## config.mk

```make
export PLATFORM = sky130hd
export DESIGN_NAME = ascii_telegram_parser
export DESIGN_NICKNAME = d
export VERILOG_FILES = /design/src/rtl/core/atp_pkg.sv /design/src/rtl/core/atp_end_check.sv /design/src/rtl/core/ascii_telegram_parser.sv
export SDC_FILE = /design/constraint.sdc
export NUM_CORES = 1
export LEC_CHECK = 0
export ABC_AREA = 0
export BUFFER_PORTS_ARGS = -buffer_cell sky130_fd_sc_hd__buf_2
export CAP_MARGIN = 30
export CORE_ASPECT_RATIO = 0.75
export CORE_MARGIN = 8
export CORE_UTILIZATION = 40
export CTS_CLUSTER_SIZE = 40
export DETAILED_ROUTE_END_ITERATION = 7
export HOLD_SLACK_MARGIN = 0.06
export PLACE_DENSITY = 0.69
export SETUP_SLACK_MARGIN = 0.4
export SKIP_CTS_REPAIR_TIMING = 1
export SYNTH_ARGS = -nofsm -noshare
export SYNTH_HDL_FRONTEND = slang
export SYNTH_HIERARCHICAL = 1
export SYNTH_SLANG_ARGS = --single-unit
```

## constraint.sdc

```tcl
create_clock -name clock -period 5.5 [get_ports clock]
set_clock_uncertainty 0.2 [all_clocks]
set_input_delay 0.825 -clock clock [delete_from_list [all_inputs] [get_ports clock]]
set_output_delay 0.825 -clock clock [all_outputs]
set_load 0.01 [all_outputs]
```

## src/rtl/core/atp_pkg.sv

```systemverilog
// Package for the ASCII telegram parser: framing constants, status codes,
// the per-telegram state and end-of-telegram result types.
// No dependencies.
package atp_pkg;

   localparam int MAX_TELEGRAM = 32;
   localparam int HEADER_LEN   = 10;
   localparam int CHECK_LEN    = 3;
   localparam int COUNT_MAX    = 127;
   localparam int END_LEN      = HEADER_LEN + CHECK_LEN;

   localparam logic [7:0] CR_BYTE    = 8'd13;
   localparam logic [7:0] DIGIT_ZERO = 8'h30;
   localparam logic [7:0] DIGIT_NINE = 8'h39;

   localparam logic KIND_DATA = 1'b0;
   localparam logic KIND_END  = 1'b1;

   localparam logic [1:0] STATUS_OK        = 2'd0;
   localparam logic [1:0] STATUS_MALFORMED = 2'd1;
   localparam logic [1:0] STATUS_CHECKSUM  = 2'd2;
   localparam logic [1:0] STATUS_BOUNDS    = 2'd3;

   typedef struct packed {
      logic [6:0] byte_count;
      logic [7:0] running_sum;
      logic [7:0] tail0;
      logic [7:0] tail1;
      logic [7:0] tail2;
      logic [9:0] address_acc;
      logic [6:0] action_acc;
      logic [9:0] param_acc;
      logic [6:0] length_acc;
      logic       malformed;
   } tg_state_type;

   typedef struct packed {
      logic [9:0] station_addr;
      logic [6:0] action_code;
      logic [9:0] param_index;
      logic [6:0] payload_len;
      logic [9:0] received_checksum;
      logic [1:0] parse_status;
   } end_result_type;

   function automatic logic is_digit(input logic [7:0] c);
      return (c >= DIGIT_ZERO) && (c <= DIGIT_NINE);
   endfunction

endpackage

```

## src/rtl/core/atp_end_check.sv

```systemverilog
// End-of-telegram evaluation: decodes the checksum digits and sets the status.
// Depends on atp_pkg.
module atp_end_check (
   input  atp_pkg::tg_state_type   state,
   output atp_pkg::end_result_type result
);

   logic       chk_digits;
   logic [9:0] chk_value;
   logic [9:0] chk;
   logic [7:0] need_len;
   logic [7:0] avail_len;
   logic       bad;

   always_comb begin
      chk_digits = atp_pkg::is_digit(state.tail0) && atp_pkg::is_digit(state.tail1) &&
                   atp_pkg::is_digit(state.tail2);
      chk_value  = 10'({6'b0, state.tail2[3:0]} * 10'd100) +
                   10'({6'b0, state.tail1[3:0]} * 10'd10) + {6'b0, state.tail0[3:0]};
      chk        = chk_digits ? chk_value : 10'd0;
      need_len   = 8'(atp_pkg::HEADER_LEN) + {1'b0, state.length_acc};
      avail_len  = {1'b0, 7'(state.byte_count - 7'(atp_pkg::CHECK_LEN))};
      bad        = state.malformed || !chk_digits ||
                   (state.byte_count < 7'(atp_pkg::END_LEN)) ||
                   (state.byte_count >= 7'(atp_pkg::MAX_TELEGRAM));

      result.station_addr      = state.address_acc;
      result.action_code       = state.action_acc;
      result.param_index       = state.param_acc;
      result.payload_len       = state.length_acc;
      result.received_checksum = chk;
      if (bad) begin
         result.parse_status = atp_pkg::STATUS_MALFORMED;
      end else if (chk != {2'b0, state.running_sum}) begin
         result.parse_status = atp_pkg::STATUS_CHECKSUM;
      end else if (need_len > avail_len) begin
         result.parse_status = atp_pkg::STATUS_BOUNDS;
      end else begin
         result.parse_status = atp_pkg::STATUS_OK;
      end
   end

endmodule

```

## src/rtl/core/ascii_telegram_parser.sv

```systemverilog
// A result word is registered and appears in the cycle after the byte that causes it is accepted.
// Throughput: one byte per cycle; a byte is taken while a result waits
// unless the result register is full and stalled.
// Reset (synchronous, active high) clears the telegram state and the result
// valid flag. Depends on atp_pkg and atp_end_check.
module ascii_telegram_parser (
   input  logic       clock,
   input  logic       reset,
   input  logic       req_valid,
   output logic       req_stall,
   input  logic [7:0] req_rx_byte,
   output logic       rsp_valid,
   input  logic       rsp_stall,
   output logic       rsp_kind,
   output logic [7:0] rsp_data_byte,
   output logic [9:0] rsp_station_addr,
   output logic [6:0] rsp_action_code,
   output logic [9:0] rsp_param_index,
   output logic [6:0] rsp_payload_len,
   output logic [9:0] rsp_received_checksum,
   output logic [1:0] rsp_parse_status
);

   atp_pkg::tg_state_type   state_ff, state_in;
   atp_pkg::end_result_type end_result;
   atp_pkg::end_result_type fields_ff, fields_in;
   logic                    rsp_valid_ff, rsp_valid_in;
   logic                    kind_ff, kind_in;
   logic [7:0]              data_ff, data_in;

   logic       accept;
   logic       is_cr;
   logic       retire_en;
   logic [6:0] pos;
   logic [6:0] data_pos;
   logic [7:0] leaving;
   logic [3:0] digit;
   logic       emit;

   atp_end_check u_end_check (
      .state  (state_ff),
      .result (end_result)
   );

   assign req_stall = rsp_valid_ff && rsp_stall;
   assign accept    = req_valid && !req_stall;
   assign is_cr     = (req_rx_byte == atp_pkg::CR_BYTE);

   always_comb begin
      leaving   = state_ff.tail2;
      digit     = leaving[3:0];
      retire_en = (state_ff.byte_count >= 7'(atp_pkg::CHECK_LEN)) &&
                  (state_ff.byte_count != 7'(atp_pkg::COUNT_MAX));
      pos       = 7'(state_ff.byte_count - 7'(atp_pkg::CHECK_LEN));
      data_pos  = 7'(pos - 7'(atp_pkg::HEADER_LEN));
      emit      = retire_en && (pos >= 7'(atp_pkg::HEADER_LEN)) &&
                  (data_pos < state_ff.length_acc);

      state_in = state_ff;
      if (is_cr) begin
         state_in = '0;
      end else begin
         if (retire_en) begin
            state_in.running_sum = 8'(state_ff.running_sum + leaving);
            if (pos < 7'(atp_pkg::HEADER_LEN)) begin
               if (!atp_pkg::is_digit(leaving)) begin
                  state_in.malformed = 1'b1;
               end else if (pos < 7'd3) begin
                  state_in.address_acc = 10'(state_ff.address_acc * 10'd10) +
                                         {6'b0, digit};
               end else if (pos < 7'd5) begin
                  state_in.action_acc = 7'(state_ff.action_acc * 7'd10) + {3'b0, digit};
               end else if (pos < 7'd8) begin
                  state_in.param_acc = 10'(state_ff.param_acc * 10'd10) + {6'b0, digit};
               end else begin
                  state_in.length_acc = 7'(state_ff.length_acc * 7'd10) + {3'b0, digit};
               end
            end
         end
         state_in.tail2 = state_ff.tail1;
         state_in.tail1 = state_ff.tail0;
         state_in.tail0 = req_rx_byte;
         if (state_ff.byte_count != 7'(atp_pkg::COUNT_MAX)) begin
            state_in.byte_count = 7'(state_ff.byte_count + 7'd1);
         end
      end

      rsp_valid_in = rsp_valid_ff && rsp_stall;
      kind_in      = kind_ff;
      data_in      = data_ff;
      fields_in    = fields_ff;
      if (accept && is_cr) begin
         rsp_valid_in = 1'b1;
         kind_in      = atp_pkg::KIND_END;
         data_in      = 8'd0;
         fields_in    = end_result;
      end else if (accept && emit) begin
         rsp_valid_in = 1'b1;
         kind_in      = atp_pkg::KIND_DATA;
         data_in      = leaving;
         fields_in    = '0;
      end
   end

   always_ff @(posedge clock) begin
      if (reset) begin
         state_ff     <= '0;
         rsp_valid_ff <= 1'b0;
      end else begin
         if (accept) begin
            state_ff <= state_in;
         end
         rsp_valid_ff <= rsp_valid_in;
      end
   end

   always_ff @(posedge clock) begin
      kind_ff   <= kind_in;
      data_ff   <= data_in;
      fields_ff <= fields_in;
   end

   assign rsp_valid             = rsp_valid_ff;
   assign rsp_kind              = kind_ff;
   assign rsp_data_byte         = data_ff;
   assign rsp_station_addr      = fields_ff.station_addr;
   assign rsp_action_code       = fields_ff.action_code;
   assign rsp_param_index       = fields_ff.param_index;
   assign rsp_payload_len       = fields_ff.payload_len;
   assign rsp_received_checksum = fields_ff.received_checksum;
   assign rsp_parse_status      = fields_ff.parse_status;

endmodule
```

======== After elaboration in Yosys (flattened, before gate mapping) ========
Cells that the tools add are included.
word-level totals
  register bits ........................... 130
  latch bits .............................. 0
  RAM bits ................................ 0
  ROM bits ................................ 0
  bits of input ports ..................... 12
  word-level logic and storage cells ...... 112
  memories kept ........................... 0
cells by class
  add/subtract/negate cells ............... 11
  multipliers ............................. 6
  div/mod/pow operators ................... 0
  order comparisons ....................... 16
  equality and inequality tests ........... 7
  shifts and indexed selects .............. 0
  multiplexer cells ....................... 21
  bitwise operators ....................... 0
  reduce and logical (&&, ||, !) cells .... 32
operator list
  operator                                                            count
  2-to-1 mux 46 bit                                                   2
  2-to-1 mux 74 bit                                                   1
  2-to-1 mux 35 bit                                                   2
  2-to-1 mux 34 bit                                                   1
  adder 10 x 4 -> 10 bit                                              3
  2-to-1 mux 10 bit                                                   3
  greater-or-equal comparator 8 x 6 -> 1 bit (second input constant)  3
  <= comparator 8 x 6 -> 1 bit (second input constant)                3
  2-to-1 mux 24 bit                                                   1
  less-than comparator 7 x 4 -> 1 bit (second input constant)         3
  2-to-1 mux 7 bit                                                    3
  multiplier 10 x 3 -> 9 bit (second input constant)                  2
  2-to-1 mux 17 bit                                                   1
  nonzero test 2 bit                                                  8
  adder 7 x 4 -> 7 bit                                                2
  multiplier 7 x 3 -> 6 bit (second input constant)                   2
  AND reduction 7 bit                                                 2
  logical AND 1 bit                                                   12
  adder 10 x 8 -> 10 bit                                              1
  inequality test 10 x 8 -> 1 bit                                     1
  adder 4 x 7 -> 8 bit (first input constant)                         1
  adder 8 bit                                                         1
  equality test 8 x 4 -> 1 bit (second input constant)                1
  > comparator 8 x 7 -> 1 bit                                         1
  22 further kinds                                                    33

======== Logic depth before layout (Yosys ltp) ========
  depth after elaboration ................. 10
  mapped depth ............................ 17

======== By module ========
The synthesis kept the hierarchy.
by module, submodules not included
  module                 instances  cells each  area an instance (sq um)  seq. area each (sq um)
  ascii_telegram_parser  1          741         7249.5                    3062.9
  atp_end_check          1          214         1701.6                    0.0

======== Least setup slack after synthesis ========
No wires, ideal clock.
  path type ............................... register to register
  start point ............................. reg state_ff[68] (netlist name)
  end point ............................... reg fields_ff (netlist bit rsp_action_code[0]), enable pin
  setup time .............................. 404 ps
  data arrival time ....................... 4610 ps
  required time ........................... 4896 ps
  path slack .............................. 286 ps
  stages on the path, launching flop included .. 17
  path buffers ............................ 3
  clock period less this slack ............ 5214 ps
  path through ............................ dfxtp_1 > ha_1 > clkbuf_1 > clkbuf_1 > xnor2_1 > inv_1 > ha_1 > inv_1 > a21oi_1 > o32ai_1 > xnor2_1 > ha_1 > a21o_1 > a211oi_1 > nand3b_1 > buf_4 > nand2_1
on the way
  word-level cells in the longest chain between the ends .. 6
  elaborated cells between the ends (all ways) .. 11
  classes of those cells .................. 2 x add/sub; 3 x order compare; 1 x eq/ne; 5 x reduce/logical
RTL lines
  item                                                                    RTL line                                                  text
  start, declared                                                         ascii_telegram_parser.sv:24                               atp_pkg::tg_state_type state_ff, state_in;
  start signal, assigned                                                  ascii_telegram_parser.sv:111                              state_ff <= state_in;
  subtractor 7 x 2 -> 7 bit (tied with other cells)                       ascii_telegram_parser.sv:54                               pos = 7'(state_ff.byte_count - 7'(atp_pkg::CHECK_LEN));
  subtractor 7 x 4 -> 7 bit (tied with other cells)                       ascii_telegram_parser.sv:55                               data_pos = 7'(pos - 7'(atp_pkg::HEADER_LEN));
  less-than comparator 7 bit / logical AND 1 bit (equally long branches)  ascii_telegram_parser.sv:57, ascii_telegram_parser.sv:56
  logical AND 1 bit (*)                                                   ascii_telegram_parser.sv:56                               emit = retire_en && (pos >= 7'(atp_pkg::HEADER_LEN)) &&
  logical AND 1 bit (*)                                                   ascii_telegram_parser.sv:97                               end else if (accept && emit) begin
  nonzero test 2 bit (no source line) (*)                                 n/a
  end signal, assigned                                                    ascii_telegram_parser.sv:120                              fields_ff <= fields_in;
  end, declared                                                           ascii_telegram_parser.sv:26                               atp_pkg::end_result_type fields_ff, fields_in;
Every way passes the cells marked *; elsewhere a longest branch is shown, timed or not.
A chain may end at the register's enable or synchronous reset.

======== Worst setup path in the final report ========
  start point ............................. reg state_ff[67] (netlist name)
  end point ............................... reg fields_ff (netlist bit rsp_action_code[0]), enable pin
Same word-level chain as after synthesis.

==> results.py <==
metrics = {
    "run_status": {
        "status": "completed",
    },
    "timing": {
        "maxSlewViolCount": 0,
        "fin_setup_tns_ns": 0,
        "postLayoutSetupSlackWorst_ns": 0.841,
        "min_period_ns": 4.66,
        "clock.fmax_ghz": 0.215,
        "rsz0062_at_grt": "false",
        "max-slew-margin-rel_pct": 32.5,
        "fin_crit_sh_pct": 84.7,
        "tightest_slew_ns": 1.01,
        "hold_viol": 0,
        "final-setup-viol-count": 0,
    },
    "route": {
        "drt-vias-per-instance": 5.31,
        "drtAntennaViolNets": 0,
        "wl_per_cell_um": 15.8,
        "dr_total_vias": 6805,
        "wl_um": 20300,
        "dr.first_iter.drc_count": 444,
        "firstDrtPassIters": 5,
        "drc": 0,
    },
    "logic_synthesis": {
        "synth_cell_type_count": 85,
        "synth_adder_area_share_pct": 17.0,
        "synthSimpleGateAreaFrac_pct": 18.3,
        "syn-num-nets": 1080,
        "synth_xor_area_share_pct": 7.63,
        "yosys_warnings": 6,
        "synth-seq-cells": 130,
        "netlist_area_um2": 8950,
        "ys_seq_area_share_pct": 34.2,
        "synth_area_leaders": "dfxtp_1, edfxtp_1, ha_1",
        "yosysTopAreaCell": "dfxtp_1",
        "synth_cells": 955,
        "synth_compound_area_share_pct": 13.7,
        "synth_top_family_by_area": "simple AND/OR/NAND/NOR gates",
        "ys.flop_type": "dfxtp_1",
        "synth-edff-count": 46,
        "syn_area_per_cell_um2": 9.37,
        "synth.mux.area_fraction_pct": 2.36,
        "synth_top_cell_area_share_pct": 18.8,
        "synth_async_sr_flop_share_pct": 0,
    },
    "min_path": {
        "hold_class": "register to register",
    },
    "worst_setup_path": {
        "rr_worst_depth": 14,
        "r2r-end": "rsp_action_code[0]",
        "critPathLaunch": "state_ff[67]",
        "critPathKind": "register to register",
        "cp-endpoint": "rsp_action_code[0]",
        "worst-path-max-fanout": 32,
        "critPathLaunchType": "register",
        "critical_path_required_ns": 5.41,
        "arrival_ns": 4.57,
        "regToRegStartpoint": "state_ff[67]",
        "r2r_slack_ns": 0.84,
        "cp-end-kind": "register",
    },
    "power": {
        "power_mw": 2.33,
        "cellLeakagePower_nw": 4.50,
        "ir_drop_mv": 0.153,
        "pwr_density_cell_nw_per_um2": 235,
    },
    "cells_and_area": {
        "drive_gt1_share_pct": 14.0,
        "layout.nets": 1100,
        "multi_input_area_um2": 5290,
        "area.growth.synth_to_final_pct": 10.8,
        "register_area_um2": 3060,
        "fillerInstances": 2080,
        "antenna_cells": 0,
        "final_cells": 1282,
        "final_area_um2": 9920,
    },
    "floorplan": {
        "pin_count": 69,
        "die_w_um": 189,
        "num_rows": 47,
        "core_area_um2": 22000,
        "die_y_um": 146,
        "start_util_pct": 40.7,
        "dieArea_um2": 27500,
    },
    "placement": {
        "routabilityCongestion": 0.840,
        "dp_cells": 1250,
        "place_area_um2": 9310,
        "port_buffers": 68,
        "hpwl_um": 14400,
        "place_ws_ns": 0.562,
    },
    "clock_network": {
        "root_buffer": "clkbuf_16",
        "clock_latency_ns": 0.42,
        "tritoncts": "yes",
        "clkTransAtPathRegs_ns": 0.07,
        "clk_path_buf_depth": 2,
        "cts.sinks": 130,
        "htree_levels": 4,
        "numCtsBuffers": 17,
    },
    "global_routing": {
        "grt_overflow_total": 0,
        "grt_max_degree": 52,
        "grt_first_pass_wirelength_um": 33500,
        "grt_use_total_pct": 14.5,
        "antenna_found_initial": 0,
        "grt_pass1_vias": 6558,
    },
    "flow_run": {
        "cap_violations": 0,
    },
}
==> kinds of logic after synthesis <==
family,Yosys count
AND/OR/NAND/NOR,310
AO/OA/AOI/OAI,182
flip-flops,130
buffers and inverters,122
adder cells (fa/ha/maj),113
XOR/XNOR,78
multiplexers,20
==> critical path, stage by stage (launching register included) <==
cell	delay (ns)
dfxtp_1	0.66
ha_2	0.49
xnor2_1	0.28
inv_1	0.13
ha_1	0.24
inv_1	0.08
a21oi_1	0.08
o32ai_2	0.47
xnor2_1	0.14
ha_1	0.31
a21o_1	0.17
a211oi_1	0.29
nand3b_1	0.16
nand2_2	0.36
buf_12	0.26
==> report_power, final <==
| part | total [mW] | switching (mW) | internal (mW) | leakage (nW) |
|---|---|---|---|---|
| clock network | 1.18 | 0.487 | 0.696 | 0.297 |
| registers | 1.01 | 0.0141 | 0.997 | 1.18 |
| logic | 0.138 | 0.0864 | 0.0512 | 3.03 |
| total | 2.33 | 0.588 | 1.74 | 4.50 |
==> state kept, by name, indices dropped and copies added (netlist names) <==
signal	cells
rsp_payload_len	7
rsp_action_code	7
rsp_data_byte	8
state_ff	66
rsp_received_checksum	10
rsp_kind	1
rsp_param_index	10
leaving	8
rsp_station_addr	10
rsp_parse_status	2
rsp_valid	1
==> cell type report <==
| type | instances | area share [%] |
|---|---|---|
| Multi-Input combinational cell | 703 | 53.4 |
| Sequential cell | 130 | 30.9 |
| Clock buffer | 18 | 4.43 |
| Timing Repair Buffer | 77 | 4.21 |
| Tap cell | 294 | 3.71 |
| Inverter | 46 | 1.74 |
| Clock inverter | 14 | 1.68 |
==> synth_stat cells, types with 17 or more instances <==
master and count:
o21ai_0 26, clkbuf_1 33, xor2_1 22, and3_1 48, mux2i_1 17, nor2_1 57
dfxtp_1 84, edfxtp_1 46, buf_4 36, xnor2_1 56, a21oi_1 71, inv_1 46
ha_1 99, nand2_1 89
==> layout by cell type, fill, tap and decap left out, types with 14 or more instances in the layout <==
cell and count:
ha_1 98, nand2_1 88, dfxtp_1 84, a21oi_1 71
buf_2 69, nor2_1 57, xnor2_1 56, and3_1 48
inv_1 46, edfxtp_1 46, o21ai_0 26, xor2_1 22
mux2i_1 17, clkbuf_16 17, nor3_1 16, nand2b_1 16
a21o_1 15, fa_1 14
==> per-stage QoR <==
| step | util [%] | hold slack (ns) |
|---|---|---|
| after floorplan | - | 0.226 |
| after global placement | 42.3 | 0.232 |
| after detailed placement | 42.3 | 0.243 |
| after CTS | 45.1 | 0.256 |
| after global routing | 45.1 | 0.271 |
| final | 45.1 | 0.252 |
==> layer usage <==
metal	up-vias	global-route usage [%]	share of wire, %
met5	-	0	0
met4	0	3.47	0.87
met3	14	3.57	5.7
met2	167	22.3	43
met1	3247	20.2	50
li1	3377	-	-
==> how the worst min path moves through the flow <==
stage	from	to	slack, ns	cells past startpoint
2_1_floorplan	state_ff[34]	state_ff[34]	0.23	2
4_1_cts	rsp_kind	rsp_kind	0.26	2
6_report	state_ff[34]	state_ff[34]	0.25	2
3_5_place_dp	rsp_kind	rsp_kind	0.24	2
3_3_place_gp	state_ff[34]	state_ff[34]	0.23	2
5_1_grt	rsp_kind	rsp_kind	0.27	2
(Power assumes the default switching activity.)
